[src/hdl/quoted_string_escape_decoder_assert.svh]
// assertion macros shared by the decoder
`ifndef QUOTED_STRING_ESCAPE_DECODER_ASSERT_SVH
`define QUOTED_STRING_ESCAPE_DECODER_ASSERT_SVH

// condition holds in the same cycle
`define QSED_ASSERT_NOW(label, clk, rst, ante, cons, msg) \
   label: assert property (@(posedge clk) disable iff (rst) (ante) |-> (cons)) \
      else $error(msg);

// condition holds in the next cycle
`define QSED_ASSERT_NEXT(label, clk, rst, ante, cons, msg) \
   label: assert property (@(posedge clk) disable iff (rst) (ante) |=> (cons)) \
      else $error(msg);

`endif

[src/hdl/qsed_pkg.sv]
`default_nettype none

package qsed_pkg;

   typedef enum logic [2:0] {
      PH_START = 3'd0,
      PH_BODY  = 3'd1,
      PH_ESC   = 3'd2,
      PH_HEX1  = 3'd3,
      PH_HEX2  = 3'd4,
      PH_OCT   = 3'd5,
      PH_DONE  = 3'd6
   } phase_type;

   typedef enum logic [1:0] {
      KIND_DATA  = 2'd0,
      KIND_DONE  = 2'd1,
      KIND_NOQ   = 2'd2,
      KIND_EARLY = 2'd3
   } kind_type;

   typedef struct packed {
      logic [7:0] in_byte;
      logic       in_last;
   } req_type;

   typedef struct packed {
      logic [7:0] out_byte;
      kind_type   kind;
   } rsp_type;

   localparam logic [7:0] CHAR_QUOTE  = 8'h22;
   localparam logic [7:0] CHAR_BSLASH = 8'h5C;
   localparam logic [7:0] CHAR_LOWX   = 8'h78;
   localparam logic [7:0] CHAR_UPX    = 8'h58;
   localparam logic [7:0] CHAR_ZERO   = 8'h30;
   localparam logic [7:0] CHAR_ONE    = 8'h31;
   localparam logic [7:0] CHAR_SEVEN  = 8'h37;
   localparam logic [7:0] CHAR_NINE   = 8'h39;
   localparam logic [7:0] CHAR_LOWA   = 8'h61;
   localparam logic [7:0] CHAR_LOWF   = 8'h66;
   localparam logic [7:0] CHAR_UPA    = 8'h41;
   localparam logic [7:0] CHAR_UPF    = 8'h46;
   localparam logic [7:0] CHAR_LOWN   = 8'h6E;
   localparam logic [7:0] CHAR_LOWT   = 8'h74;
   localparam logic [7:0] CHAR_LOWR   = 8'h72;
   localparam logic [7:0] CHAR_LOWB   = 8'h62;
   localparam logic [7:0] CHAR_LOWV   = 8'h76;
   localparam logic [7:0] CHAR_CASE   = 8'h20;

   localparam logic [7:0] CODE_NL  = 8'h0A;
   localparam logic [7:0] CODE_TAB = 8'h09;
   localparam logic [7:0] CODE_CR  = 8'h0D;
   localparam logic [7:0] CODE_BEL = 8'h07;
   localparam logic [7:0] CODE_BS  = 8'h08;
   localparam logic [7:0] CODE_FF  = 8'h0C;
   localparam logic [7:0] CODE_VT  = 8'h0B;
   localparam logic [7:0] CODE_NUL = 8'h00;

   // {is_digit, value}
   function automatic logic [4:0] hex_value(input logic [7:0] b);
      logic [4:0] res;
      res = 5'd0;
      if (b >= CHAR_ZERO && b <= CHAR_NINE) begin
         res = {1'b1, b[3:0]};
      end else if ((b >= CHAR_LOWA && b <= CHAR_LOWF) || (b >= CHAR_UPA && b <= CHAR_UPF)) begin
         res = {1'b1, 4'(b[2:0] + 4'd9)};
      end
      return res;
   endfunction

   function automatic logic [7:0] simple_escape(input logic [7:0] b);
      logic [7:0] res;
      logic [7:0] low;
      low = b | CHAR_CASE;
      res = b;
      case (low)
         CHAR_LOWN: res = CODE_NL;
         CHAR_LOWT: res = CODE_TAB;
         CHAR_LOWR: res = CODE_CR;
         CHAR_LOWA: res = CODE_BEL;
         CHAR_LOWB: res = CODE_BS;
         CHAR_LOWF: res = CODE_FF;
         CHAR_LOWV: res = CODE_VT;
         default:   res = b;
      endcase
      if (b == CHAR_ZERO) begin
         res = CODE_NUL;
      end
      return res;
   endfunction

endpackage

`default_nettype wire

[src/hdl/quoted_string_escape_decoder.sv]
// channel  | ports                        | payload
// ---------+------------------------------+-------------------------------
// request  | req_valid, req_stall, req_data | in_byte, in_last
// response | rsp_valid, rsp_stall, rsp_data | out_byte, kind
//
// one byte is taken per cycle while req_stall is low; its result, if any,
// is registered the cycle after, in the output or the skid register.
// the cost per byte is set by the parse phase update, a single small step.
// reset (synchronous) returns to awaiting an opening quote, both slots empty.
// a stalled result is held in the output register, the next one in a skid
// register; req_stall rises only while the skid register is occupied.
`default_nettype none

`include "quoted_string_escape_decoder_assert.svh"

module quoted_string_escape_decoder (
   input  wire  logic              clock,
   input  wire  logic              reset,
   input  wire  logic              req_valid,
   output       logic              req_stall,
   input  wire  qsed_pkg::req_type req_data,
   output       logic              rsp_valid,
   input  wire  logic              rsp_stall,
   output       qsed_pkg::rsp_type rsp_data
);

   qsed_pkg::phase_type phase_ff, phase_in;
   logic [3:0]          partial_ff, partial_in;

   logic              out_valid_ff, out_valid_in;
   qsed_pkg::rsp_type out_data_ff, out_data_in;
   logic              skid_valid_ff, skid_valid_in;
   qsed_pkg::rsp_type skid_data_ff, skid_data_in;

   logic              accept;
   logic              out_free;
   logic              emit;
   logic              closed;
   qsed_pkg::kind_type kind;
   logic [7:0]        val;
   logic [7:0]        b;
   logic [4:0]        hex;
   logic              is_oct;
   logic              is_oct_lead;
   logic              is_x;
   qsed_pkg::rsp_type result;

   assign b           = req_data.in_byte;
   assign hex         = qsed_pkg::hex_value(b);
   assign is_oct      = (b >= qsed_pkg::CHAR_ZERO) && (b <= qsed_pkg::CHAR_SEVEN);
   assign is_oct_lead = (b >= qsed_pkg::CHAR_ONE) && (b <= qsed_pkg::CHAR_SEVEN);
   assign is_x        = (b == qsed_pkg::CHAR_LOWX) || (b == qsed_pkg::CHAR_UPX);

   assign req_stall = skid_valid_ff;
   assign accept    = req_valid && !skid_valid_ff;
   assign out_free  = !out_valid_ff || !rsp_stall;

   // next phase and partial escape value
   always_comb begin
      phase_in   = phase_ff;
      partial_in = partial_ff;
      case (phase_ff)
         qsed_pkg::PH_START: begin
            phase_in = (b == qsed_pkg::CHAR_QUOTE) ? qsed_pkg::PH_BODY : qsed_pkg::PH_DONE;
         end
         qsed_pkg::PH_BODY: begin
            if (b == qsed_pkg::CHAR_QUOTE) begin
               phase_in = qsed_pkg::PH_DONE;
            end else if (b == qsed_pkg::CHAR_BSLASH) begin
               phase_in = qsed_pkg::PH_ESC;
            end
         end
         qsed_pkg::PH_ESC: begin
            if (is_x) begin
               phase_in = qsed_pkg::PH_HEX1;
            end else if (is_oct_lead) begin
               partial_in = {1'b0, b[2:0]};
               phase_in   = qsed_pkg::PH_OCT;
            end else begin
               phase_in = qsed_pkg::PH_BODY;
            end
         end
         qsed_pkg::PH_HEX1: begin
            if (hex[4]) begin
               partial_in = hex[3:0];
               phase_in   = qsed_pkg::PH_HEX2;
            end else begin
               phase_in = qsed_pkg::PH_BODY;
            end
         end
         qsed_pkg::PH_HEX2: phase_in = qsed_pkg::PH_BODY;
         qsed_pkg::PH_OCT:  phase_in = qsed_pkg::PH_BODY;
         default:           phase_in = phase_ff;
      endcase
      if (req_data.in_last) begin
         phase_in   = qsed_pkg::PH_START;
         partial_in = 4'd0;
      end
   end

   // result of this byte
   always_comb begin
      emit   = 1'b0;
      closed = 1'b0;
      kind   = qsed_pkg::KIND_DATA;
      val    = 8'd0;
      case (phase_ff)
         qsed_pkg::PH_START: begin
            if (b != qsed_pkg::CHAR_QUOTE) begin
               emit   = 1'b1;
               kind   = qsed_pkg::KIND_NOQ;
               closed = 1'b1;
            end
         end
         qsed_pkg::PH_BODY: begin
            if (b == qsed_pkg::CHAR_QUOTE) begin
               emit   = 1'b1;
               kind   = qsed_pkg::KIND_DONE;
               closed = 1'b1;
            end else if (b != qsed_pkg::CHAR_BSLASH) begin
               emit = 1'b1;
               val  = b;
            end
         end
         qsed_pkg::PH_ESC: begin
            if (!is_x && !is_oct_lead) begin
               emit = 1'b1;
               val  = qsed_pkg::simple_escape(b);
            end
         end
         qsed_pkg::PH_HEX1: begin
            if (!hex[4]) begin
               emit = 1'b1;
               val  = qsed_pkg::CHAR_LOWX;
            end
         end
         qsed_pkg::PH_HEX2: begin
            emit = 1'b1;
            val  = hex[4] ? {partial_ff, hex[3:0]} : {4'd0, partial_ff};
         end
         qsed_pkg::PH_OCT: begin
            emit = 1'b1;
            val  = is_oct ? {2'b00, partial_ff[2:0], b[2:0]} : {4'd0, partial_ff};
         end
         default: closed = 1'b1;
      endcase
      // text ended with the string still open
      if (req_data.in_last && !closed) begin
         emit = 1'b1;
         kind = qsed_pkg::KIND_EARLY;
         val  = 8'd0;
      end
   end

   assign result.out_byte = val;
   assign result.kind     = kind;

   // output register plus skid register
   always_comb begin
      out_valid_in  = out_valid_ff;
      out_data_in   = out_data_ff;
      skid_valid_in = skid_valid_ff;
      skid_data_in  = skid_data_ff;
      if (out_free) begin
         if (skid_valid_ff) begin
            out_valid_in  = 1'b1;
            out_data_in   = skid_data_ff;
            skid_valid_in = 1'b0;
         end else begin
            out_valid_in = accept && emit;
            out_data_in  = result;
         end
      end else if (accept && emit) begin
         skid_valid_in = 1'b1;
         skid_data_in  = result;
      end
   end

   always_ff @(posedge clock) begin
      if (reset) begin
         phase_ff      <= qsed_pkg::PH_START;
         partial_ff    <= 4'd0;
         out_valid_ff  <= 1'b0;
         skid_valid_ff <= 1'b0;
      end else begin
         if (accept) begin
            phase_ff   <= phase_in;
            partial_ff <= partial_in;
         end
         out_valid_ff  <= out_valid_in;
         skid_valid_ff <= skid_valid_in;
      end
   end

   always_ff @(posedge clock) begin
      out_data_ff  <= out_data_in;
      skid_data_ff <= skid_data_in;
   end

   assign rsp_valid = out_valid_ff;
   assign rsp_data  = out_data_ff;

   `QSED_ASSERT_NOW(a_skid_behind_out, clock, reset, skid_valid_ff, out_valid_ff,
                    "skid item without output item")
   `QSED_ASSERT_NEXT(a_stalled_emit_to_skid, clock, reset,
                     out_valid_ff && rsp_stall && accept && emit, skid_valid_ff,
                     "stalled result not kept in skid register")
   `QSED_ASSERT_NOW(a_status_byte_zero, clock, reset,
                    out_valid_ff && (out_data_ff.kind != qsed_pkg::KIND_DATA),
                    out_data_ff.out_byte == 8'd0, "status item carries nonzero byte")
   `QSED_ASSERT_NEXT(a_last_restarts, clock, reset, accept && req_data.in_last,
                     phase_ff == qsed_pkg::PH_START, "parser not restarted after last byte")

endmodule

`default_nettype wire
[config.mk]
export PLATFORM = sky130hd
export DESIGN_NAME = quoted_string_escape_decoder
export DESIGN_NICKNAME = d
export VERILOG_FILES = /design/src/hdl/qsed_pkg.sv /design/src/hdl/quoted_string_escape_decoder.sv
export VERILOG_INCLUDE_DIRS = /design/src /design/src/hdl
export SDC_FILE = /design/constraint.sdc
export NUM_CORES = 1
export LEC_CHECK = 0
export BUFFER_PORTS_ARGS = -buffer_cell sky130_fd_sc_hd__buf_4
export CAP_MARGIN = 20
export CELL_PAD_IN_SITES_DETAIL_PLACEMENT = 0
export CELL_PAD_IN_SITES_GLOBAL_PLACEMENT = 2
export CORE_AREA = 2 2 112 60
export CTS_CLUSTER_SIZE = 20
export DETAILED_ROUTE_END_ITERATION = 8
export DIE_AREA = 0 0 114 62
export PLACE_DENSITY_LB_ADDON = 0.1
export SETUP_SLACK_MARGIN = 0.15
export SLEW_MARGIN = 20
export SYNTH_ARGS = -nofsm -noshare
export SYNTH_HDL_FRONTEND = slang
export SYNTH_SLANG_ARGS = --single-unit
[constraint.sdc]
create_clock -name clock -period 4.1 [get_ports clock]
set_input_delay 0 -clock clock [delete_from_list [all_inputs] [get_ports clock]]
set_output_delay 0 -clock clock [all_outputs]
set_load 0.05 [all_outputs]
# After elaboration in Yosys (flattened, before gate mapping)
# Index checks and enable logic that the tools add are counted.
[word_totals]
ff_bits = 29
latchBits = 0
mem_bits_rw = 0
rom_bits = 0
inputBits = 13
out_inout_bits = 12
wordCells = 108
memories = 0
[op_classes]
addsub = 1
n_mul = 0
div_mod_pow = 0
order_cmp = 8
eq_ne = 23
shift = 0
muxes = 40
bitwise_logic = 1
reduce_logical = 27
[ops]
columns = ["op", "count"]
rows = [
  ["$pmux 8 s7", 1],
  ["$eq 7x6->1 const B", 7],
  ["$mux 8", 6],
  ["$pmux 8 s5", 1],
  ["$eq 8x7->1 const B", 3],
  ["$mux 3", 7],
  ["$eq 8x6->1 const B", 2],
  ["$ge 8x6->1 const B", 2],
  ["$ge 8x7->1 const B", 2],
  ["$le 8x6->1 const B", 2],
  ["$le 8x7->1 const B", 2],
  ["$mux 4", 4],
  ["$pmux 3 s5", 1],
  ["$mux 10", 1],
  ["$mux 5", 2],
  ["$logic_and 1x1->1", 9],
  ["$mux 1", 9],
  ["$ne 3x3->1 const B", 3],
  ["$ne 8x6->1 const B", 1],
  ["$ne 8x7->1 const B", 1],
  ["$pmux 4 s2", 1],
  ["$mux 7", 1],
  ["$eq 3x2->1 const B", 2],
  ["$eq 3x3->1 const B", 2],
  ["other kinds (19)", 28],
]

# Depth between registers and ports, before layout
# Gate-level depths: netlist (run 1).
[depth]
depth_word = 10
mapped_depth = 9
depth_no_buf = 8

# Worst setup path after synthesis (run 1)
# No wires, ideal clock.
[synth_path]
kind = "register -> register"
start = "register phase_ff[1]"
end = "register skid_data_ff[0] in the netlist's numbering (enable)"
setup_ns = 0.390
arrival_ns = 2.134
required_time_ns = 3.710
slack_ns = 1.576
stages_incl_launch_ff = 8
path_buffers = 1
period_less_slack_ns = 2.524
path_cell_list = "dfxtp_1 -> clkbuf_1 -> nand2b_1 -> a211o_1 -> o21ai_0 -> nand4bb_1 -> nand2_1 -> nor3_1"
[synth_via]
elab_chain_len = 8
word_cells_on_any_way = 15
classes_between = "eq/ne: 5; mux: 3; reduce/logical: 7"
[synth_lines]
columns = ["item", "line_no", "text"]
rows = [
  ["from (decl)", "quoted_string_escape_decoder.sv:27", "qsed_pkg::phase_type phase_ff, phase_in;"],
  ["from (signal assigned)", "quoted_string_escape_decoder.sv:181", "phase_ff <= qsed_pkg::PH_START;"],
  ["from (signal assigned)", "quoted_string_escape_decoder.sv:187", "phase_ff <= phase_in;"],
  ["$eq 3x2->1 / $eq 3x3->1 (equally long branches)", "quoted_string_escape_decoder.sv:107", "case (phase_ff)"],
  ["$reduce_or 4->1 (no line)", "-", ""],
  ["$pmux 1 s3", "quoted_string_escape_decoder.sv:107", ""],
  ["$logic_not 1->1", "quoted_string_escape_decoder.sv:148", "if (req_data.in_last && !closed) begin"],
  ["$logic_and 1x1->1", "quoted_string_escape_decoder.sv:148", ""],
  ["$mux 1 (*)", "quoted_string_escape_decoder.sv:148", ""],
  ["$logic_and 1x1->1 (*)", "quoted_string_escape_decoder.sv:173", "end else if (accept && emit) begin"],
  ["$reduce_and 2->1 (no line) (*)", "-", ""],
  ["to (signal assigned)", "quoted_string_escape_decoder.sv:197", "skid_data_ff <= skid_data_in;"],
  ["to (decl)", "quoted_string_escape_decoder.sv:33", "qsed_pkg::rsp_type skid_data_ff, skid_data_in;"],
]
# Mark *: on every way between the ends. The rest lies on a longest branch, timed or not.
# A chain may end at the register's enable or synchronous reset.

# Worst setup path after layout (run 1)
[layout_path]
start = "register phase_ff[2]"
end = "register skid_data_ff[6] in the netlist's numbering (data pin)"
[layout_via]
elab_chain_len = 6
word_cells_on_any_way = 12
classes_between = "eq/ne: 5; mux: 3; reduce/logical: 4"
[layout_lines]
columns = ["item", "line_no", "text"]
rows = [
  ["$eq 3x2->1 / $eq 3x3->1 (equally long branches)", "quoted_string_escape_decoder.sv:107", ""],
  ["$reduce_or 4->1 (no line)", "-", ""],
  ["$pmux 1 s3", "quoted_string_escape_decoder.sv:107", ""],
  ["$logic_not 1->1", "quoted_string_escape_decoder.sv:148", ""],
  ["$logic_and 1x1->1", "quoted_string_escape_decoder.sv:148", ""],
  ["$mux 8 (*)", "quoted_string_escape_decoder.sv:148", ""],
  ["net val[4]", "quoted_string_escape_decoder.sv:40", "logic [7:0] val;"],
]
# Mark *: on every way through the listed nets, which the timed path passes. The rest lies on a longest branch.

==> results of run 1 <==
## final cells by class
| type | count | share of cell area |
|---|---|---|
| Multi-Input combinational cell | 207 | 0.514 |
| Sequential cell | 29 | 0.305 |
| Timing Repair Buffer | 26 | 0.0764 |
| Clock buffer | 7 | 0.0519 |
| Tap cell | 80 | 0.0392 |
| Inverter | 8 | 0.0117 |
| Clock inverter | 1 | 0.00147 |
## per-stage QoR
step | std cells | area, sq um | util | worst slack (ns)
floorplan | 260 | 2190 | - | 1.58
global placement | 350 | 2420 | 0.387 | 1.15
detailed placement | 350 | 2420 | 0.387 | 1.31
CTS | 358 | 2560 | 0.409 | 1.48
global route | 358 | 2560 | 0.409 | 1.29
finish | 358 | 2560 | 0.409 | 1.44
## power by group
part / switching (mW) / internal (mW)
Clock: 0.114 / 0.222
Sequential: 0.00610 / 0.323
Combinational: 0.103 / 0.0485
Total: 0.223 / 0.594
## layer usage
metal,wire length (um),vias to the layer above,part of all wire,track usage
met5,0,-,0,0
met4,46,0,0.0066,0.0366
met3,544,5,0.078,0.0485
met2,2570,91,0.37,0.265
met1,3800,1025,0.55,0.324
li1,-,1037,-,-
## final timing paths
path	startpoint	end	cells after the start
max	phase_ff[2]	skid_data_ff[6]	5
min	reset	partial_ff[0]	2
max reg2reg	phase_ff[2]	skid_data_ff[6]	5
min reg2reg	partial_ff[3]	partial_ff[3]	2
## synth_stat cells, types with 4 or more instances
cell      count
a21oi_1      23
a31oi_1       5
buf_2         4
clkbuf_1     12
dfxtp_1       9
edfxtp_1     20
ha_1          4
inv_1         6
nand2_1      22
nand2b_1     10
nand3_1       8
nor2_1       20
nor2b_1       4
nor3_1        9
o21ai_0       9
o21ai_1      11
o31ai_1       4
## worst max-delay path: cells and delay by family (launching register included)
kind	cells	cell delay, ns
flip-flops	1	0.47
AO/OA/AOI/OAI	3	1.56
AND/OR/NAND/NOR	2	0.47
## registers in the layout (all words and copies together), names as in the netlist
name	count
partial_ff	4
skid_data_ff	10
rsp_data	10
req_stall	1
rsp_valid	1
phase_ff	3
## logic make-up (layout without fill, tap and decap cells)
logic type               Yosys count  after routing  synth area share
multiplexers                       6              6            0.0291
adder cells (fa/ha/maj)            4              4            0.0229
AO/OA/AOI/OAI                     96             96             0.298
AND/OR/NAND/NOR                  100            100             0.246
XOR/XNOR                           1              1           0.00400
buffers and inverters             24             42            0.0434
flip-flops                        29             29             0.357
==> results.ini, run 1 <==
[timing]
setup_tns_ns=0
period_needed_ns=2.66
holdWs_ns=0.0246
tightest_slew_ns=0.941
finalHoldViolCount=0
finalClockSkew_ns=0.00381
setup_viol=0
relSlewSlack=0.364
rsz0062_at_grt=false
period_share=0.649
max_freq_mhz=376
slew_violations=0

[placed_design]
hpwlAfterDp_mm=5.30
portBuffers=24
globalplace.congestion=0.865

[setup_path]
cp_cell_sequence=nand2b_1 -> a211o_1 -> o41ai_1 -> a2111oi_0 -> nor2_1
crit_arrival_ns=2.77
cp_max_fo=18
slowest_stage=o41ai_1
ff2ff_setup_slack_ns=1.44
crit_type=reg2reg
critPathMaxStageDelay_ns=0.88
cp-end-kind=flip-flop
cp.required_ns=4.21
worstSetupStartpointType=flip-flop

[synth]
avgSynthCellArea_sq_um=8.42
yosysWarnings=0
synth_area_sq_um=2190
synth.net_count=277
synth_seq_area_share=0.357
netlist_instances=260
async_reset_ff_frac=0
synth-edff-count=20
synth_area_leaders=edfxtp_1 27%, dfxtp_1 8.2%, a21oi_1 5.3%
netlist.area_leader.share=0.274
ys.flop_type=edfxtp_1
synth.distinct_cells=64
ys_seq_elements=29
synth_largest_area_cell=edfxtp_1

[clock_network]
cts_tree=yes
path_clk_slew_ns=0.05
cts_resized=0
cts_setup_buffers=0
htreeDepth=2
clockBufferDepth=2
clock_sinks=29
clk_latency_ns=0.27
numCtsBuffers=5
cts_hold_buffers=0
root_buffer=clkbuf_16

[die]
start_util=0.350
dieWidth_um=114
fp-row-count=21
die_h_um=62
core_sq_um=6250
ioPinCount=25
dieArea_sq_um=7070

[routing]
drtPass1Iterations=4
wl_per_cell_um=19.4
post-route-drc-count=0
drt-total-wl_mm=6.95
vias_per_cell=6.03
ant_nets=0
num_vias=2158
drt-initial-drc-count=164

[worst_hold_path]
hold_class=in2reg

[global_routing]
grt_start_max_net_pins=19
antenna_found_initial=0
grt_first_pass_wirelength_mm=10.5
grt_pass1_vias=1834
track_usage=0.201
grt-ovfl-total=0

[final_layout]
fillCellCount=645
multiInputGateArea_sq_um=1310
layout_common_cells=26 x buf_4, 23 x a21oi_1, 22 x nand2_1, 20 x nor2_1, 20 x edfxtp_1
final_net_count=294
diodes=0
mostFrequentLayoutCell=buf_4
drive_gt1_frac=0.144
register_area_sq_um=781
syn2layout_area_growth_pct=16.7

[flow_run]
cap_violations=0

[power_and_ir_drop]
vdd_drop_max_mv=0.186
cellPowerDensity_nw_per_um2=319
p_total_mw=0.816
leakagePower_nw=0.874

[outcome]
status=completed

No activity file was read; power rests on OpenSTA's default activity.
==> run 2, diff against run 1 <==
--- a/config.mk
+++ b/config.mk
@@ -10,10 +10,10 @@
 export CAP_MARGIN = 20
 export CELL_PAD_IN_SITES_DETAIL_PLACEMENT = 0
 export CELL_PAD_IN_SITES_GLOBAL_PLACEMENT = 2
-export CORE_AREA = 2 2 112 60
+export CORE_AREA = 2 2 120 64
 export CTS_CLUSTER_SIZE = 20
 export DETAILED_ROUTE_END_ITERATION = 8
-export DIE_AREA = 0 0 114 62
+export DIE_AREA = 0 0 122 66
 export PLACE_DENSITY_LB_ADDON = 0.1
 export SETUP_SLACK_MARGIN = 0.15
 export SLEW_MARGIN = 20
==> constraint.sdc (replaced) <==
create_clock -name clock -period 2.2 [get_ports clock]
set_input_delay 0 -clock clock [delete_from_list [all_inputs] [get_ports clock]]
set_output_delay 0 -clock clock [all_outputs]
set_load 0.05 [all_outputs]
==> run 2 against run 1 <==
Against the previous run: first-iteration DRC count increased by 66%; power rose by 130%; sequential power is 85% higher; combinational power rose to 2.7 times the previous value; critical path depth grew 4; hold slack better by 0.023 ns; clock skew grew 0.00073 ns; sequential share of layout area fell by 7.4 points; via count grew 13%; setup slack lost 1.2 ns; cell count is 25% higher; global-route usage grew 1.7 points.
==> results.ini, run 2 (synthesized netlist as in run 1, its figures left out) <==
[die]
die_h_um=66  ; +6.5%
dieWidth_um=122  ; +7.0%
start_util=0.312  ; -0.0382
dieArea_sq_um=8050  ; +14%
fp-row-count=22  ; +4.8%
ioPinCount=25  ; unchanged
core_sq_um=7020  ; +12%

[final_layout]
diodes=0  ; unchanged
final_area_sq_um=3400  ; +33%
syn2layout_area_growth_pct=55.1
mostFrequentLayoutCell=buf_4
drive_gt1_frac=0.397  ; +0.253
fillCellCount=674  ; +4.5%
final_net_count=366  ; +24%
layout_common_cells=92 x buf_4, 23 x a21oi_1, 21 x nand2_1, 20 x nor2_1, 20 x edfxtp_1

[clock_network]
path_clk_slew_ns=0.05  ; about the same
cts_tree=yes
clockBufferDepth=2  ; unchanged
htreeDepth=2  ; unchanged
clk_latency_ns=0.28  ; about the same
root_buffer=clkbuf_16
numCtsBuffers=5  ; unchanged
clock_sinks=29  ; unchanged

[power_and_ir_drop]
clkPwrFrac=0.465  ; +0.054
vdd_drop_max_mv=0.302  ; +62%
cellPowerDensity_nw_per_um2=562  ; +76%
intPower_mw=1.42  ; +140%
pwr-share-comb=0.215  ; +0.030
seqPwrFrac=0.320  ; -0.083
swShare=0.255  ; -0.0174
leakagePower_nw=1.31  ; +50%
switchingPower_mw=0.487  ; +120%

[timing]
relSlewSlack=0.717  ; +0.352
finalClockSkew_ns=0.00453  ; +0.000728 ns
holdWs_ns=0.0479  ; +0.0233 ns
setup_viol=0  ; unchanged
finalHoldViolCount=0  ; unchanged
period_share=0.907  ; +0.258
slew_violations=0  ; unchanged
period_needed_ns=1.99  ; -0.667 ns
rsz0062_at_grt=true
tightest_slew_ns=0.420  ; -0.521 ns
max_freq_mhz=501  ; +33%

[placed_design]
hpwlAfterDp_mm=6.45  ; +22%
globalplace.congestion=0.866  ; about the same
portBuffers=24  ; unchanged
placed_area_sq_um=2960  ; +22%

[global_routing]
grt_pass1_vias=2197  ; +20%
track_usage=0.219  ; +0.0172
grt_first_pass_wirelength_mm=12.9  ; +22%
grt_start_max_net_pins=14  ; -5
antenna_found_initial=0  ; unchanged
grt-ovfl-total=0  ; unchanged

[setup_path]
cp-startpoint=phase_ff[2]
cp_max_fo=5  ; -13
reg2reg_from=phase_ff[2]
cp.required_ns=2.20  ; -2.01 ns
cp-end-kind=flip-flop
worstSetupStartpointType=flip-flop
crit_type=reg2reg
crit_arrival_ns=2.00  ; -0.77 ns

[routing]
ant_nets=0  ; unchanged
num_vias=2441  ; +13%
drt-total-wl_mm=8.19  ; +18%
vias_per_cell=5.47  ; -9.2%
drt-initial-drc-count=273  ; +66%
wl_per_cell_um=18.4  ; -5.4%
post-route-drc-count=0  ; unchanged
drtPass1Iterations=5  ; +1

[outcome]
status=completed

[worst_hold_path]
hp-start=req_valid
hold_class=in2reg

[flow_run]
cap_violations=0  ; unchanged

run 2: changes by cell type in the layout (fill, tap and decap cells not counted), sizes merged:
cell | before | now
buf | 26 | 97
bufinv | 0 | 2
clkbuf | 7 | 5
dlygate4sd3 | 0 | 1
run 2: timing repair:
| action | 4_1_cts | 5_1_grt |
|---|---|---|
| setup endpoints to repair | 20 | 24 |
| cloned | 1 | 0 |
| pin swaps | 1 | 4 |
| endpoints found under the hold margin | 4 | 0 |
| gates resized for setup | 23 | 14 |
| hold buffers | 1 | 0 |
| setup buffers | 3 | 1 |
run 2: power groups by stage:
stage	sequential [mW]	clock, mW	combinational (mW)
6_report	0.610	0.889	0.410
5_1_grt	0.612	0.935	0.437
4_1_cts	0.610	0.900	0.392
3_5_place_dp	0.620	0	0.365
3_3_place_gp	0.620	0	0.370
2_1_floorplan	0.669	0	0.144
run 2: path summary, 6_finish.rpt:
check / endpoint / slack, ns / cells after the start
hold reg to reg: partial_ff[3] / 0.53 / 2
setup reg to reg: skid_data_ff[8] / 0.21 / 9
setup / recovery: skid_data_ff[8] / 0.21 / 9
hold / removal: req_stall / 0.05 / 3
run 2: cell type report:
type                    instances  area, sq um  area share
flip-flops and latches         29          785       0.231
inverters                       8         30.0     0.00884
multi-input cells             207         1490       0.438
well taps                      96          120      0.0354
clock buffers                   5          125      0.0368
clock inverters                 3         65.1      0.0192
repair buffers                 98          782       0.230
run 2: layer usage:
layer | share of wire | global-route usage | up-vias
li1 | - | - | 1177
met1 | 0.54 | 0.361 | 1159
met2 | 0.36 | 0.263 | 103
met3 | 0.097 | 0.0767 | 2
met4 | 0.0015 | 0.0216 | 0
met5 | 0 | 0 | -
run 2: through the flow:
step	total power, mW	cells	setup TNS [ns]	setup slack, ns	utilization
after global placement	0.990	432	-5.98	-0.371	0.422
after global routing	1.98	446	0	0.129	0.484
after CTS	1.90	445	0	0.154	0.471
after detailed placement	0.985	432	-4.87	-0.379	0.422
final	1.91	446	0	0.205	0.484
after floorplan	0.812	260	0	0.154	-
run 2: critical path, stage by stage (launching register included):
cell and delay [ns]:
dfxtp_2 0.33, nand2b_4 0.14, a211o_1 0.28, buf_6 0.15, o21ai_4 0.14, nand4bb_4 0.18
nand2_2 0.07, nor3_4 0.15, buf_6 0.15, buf_16 0.11
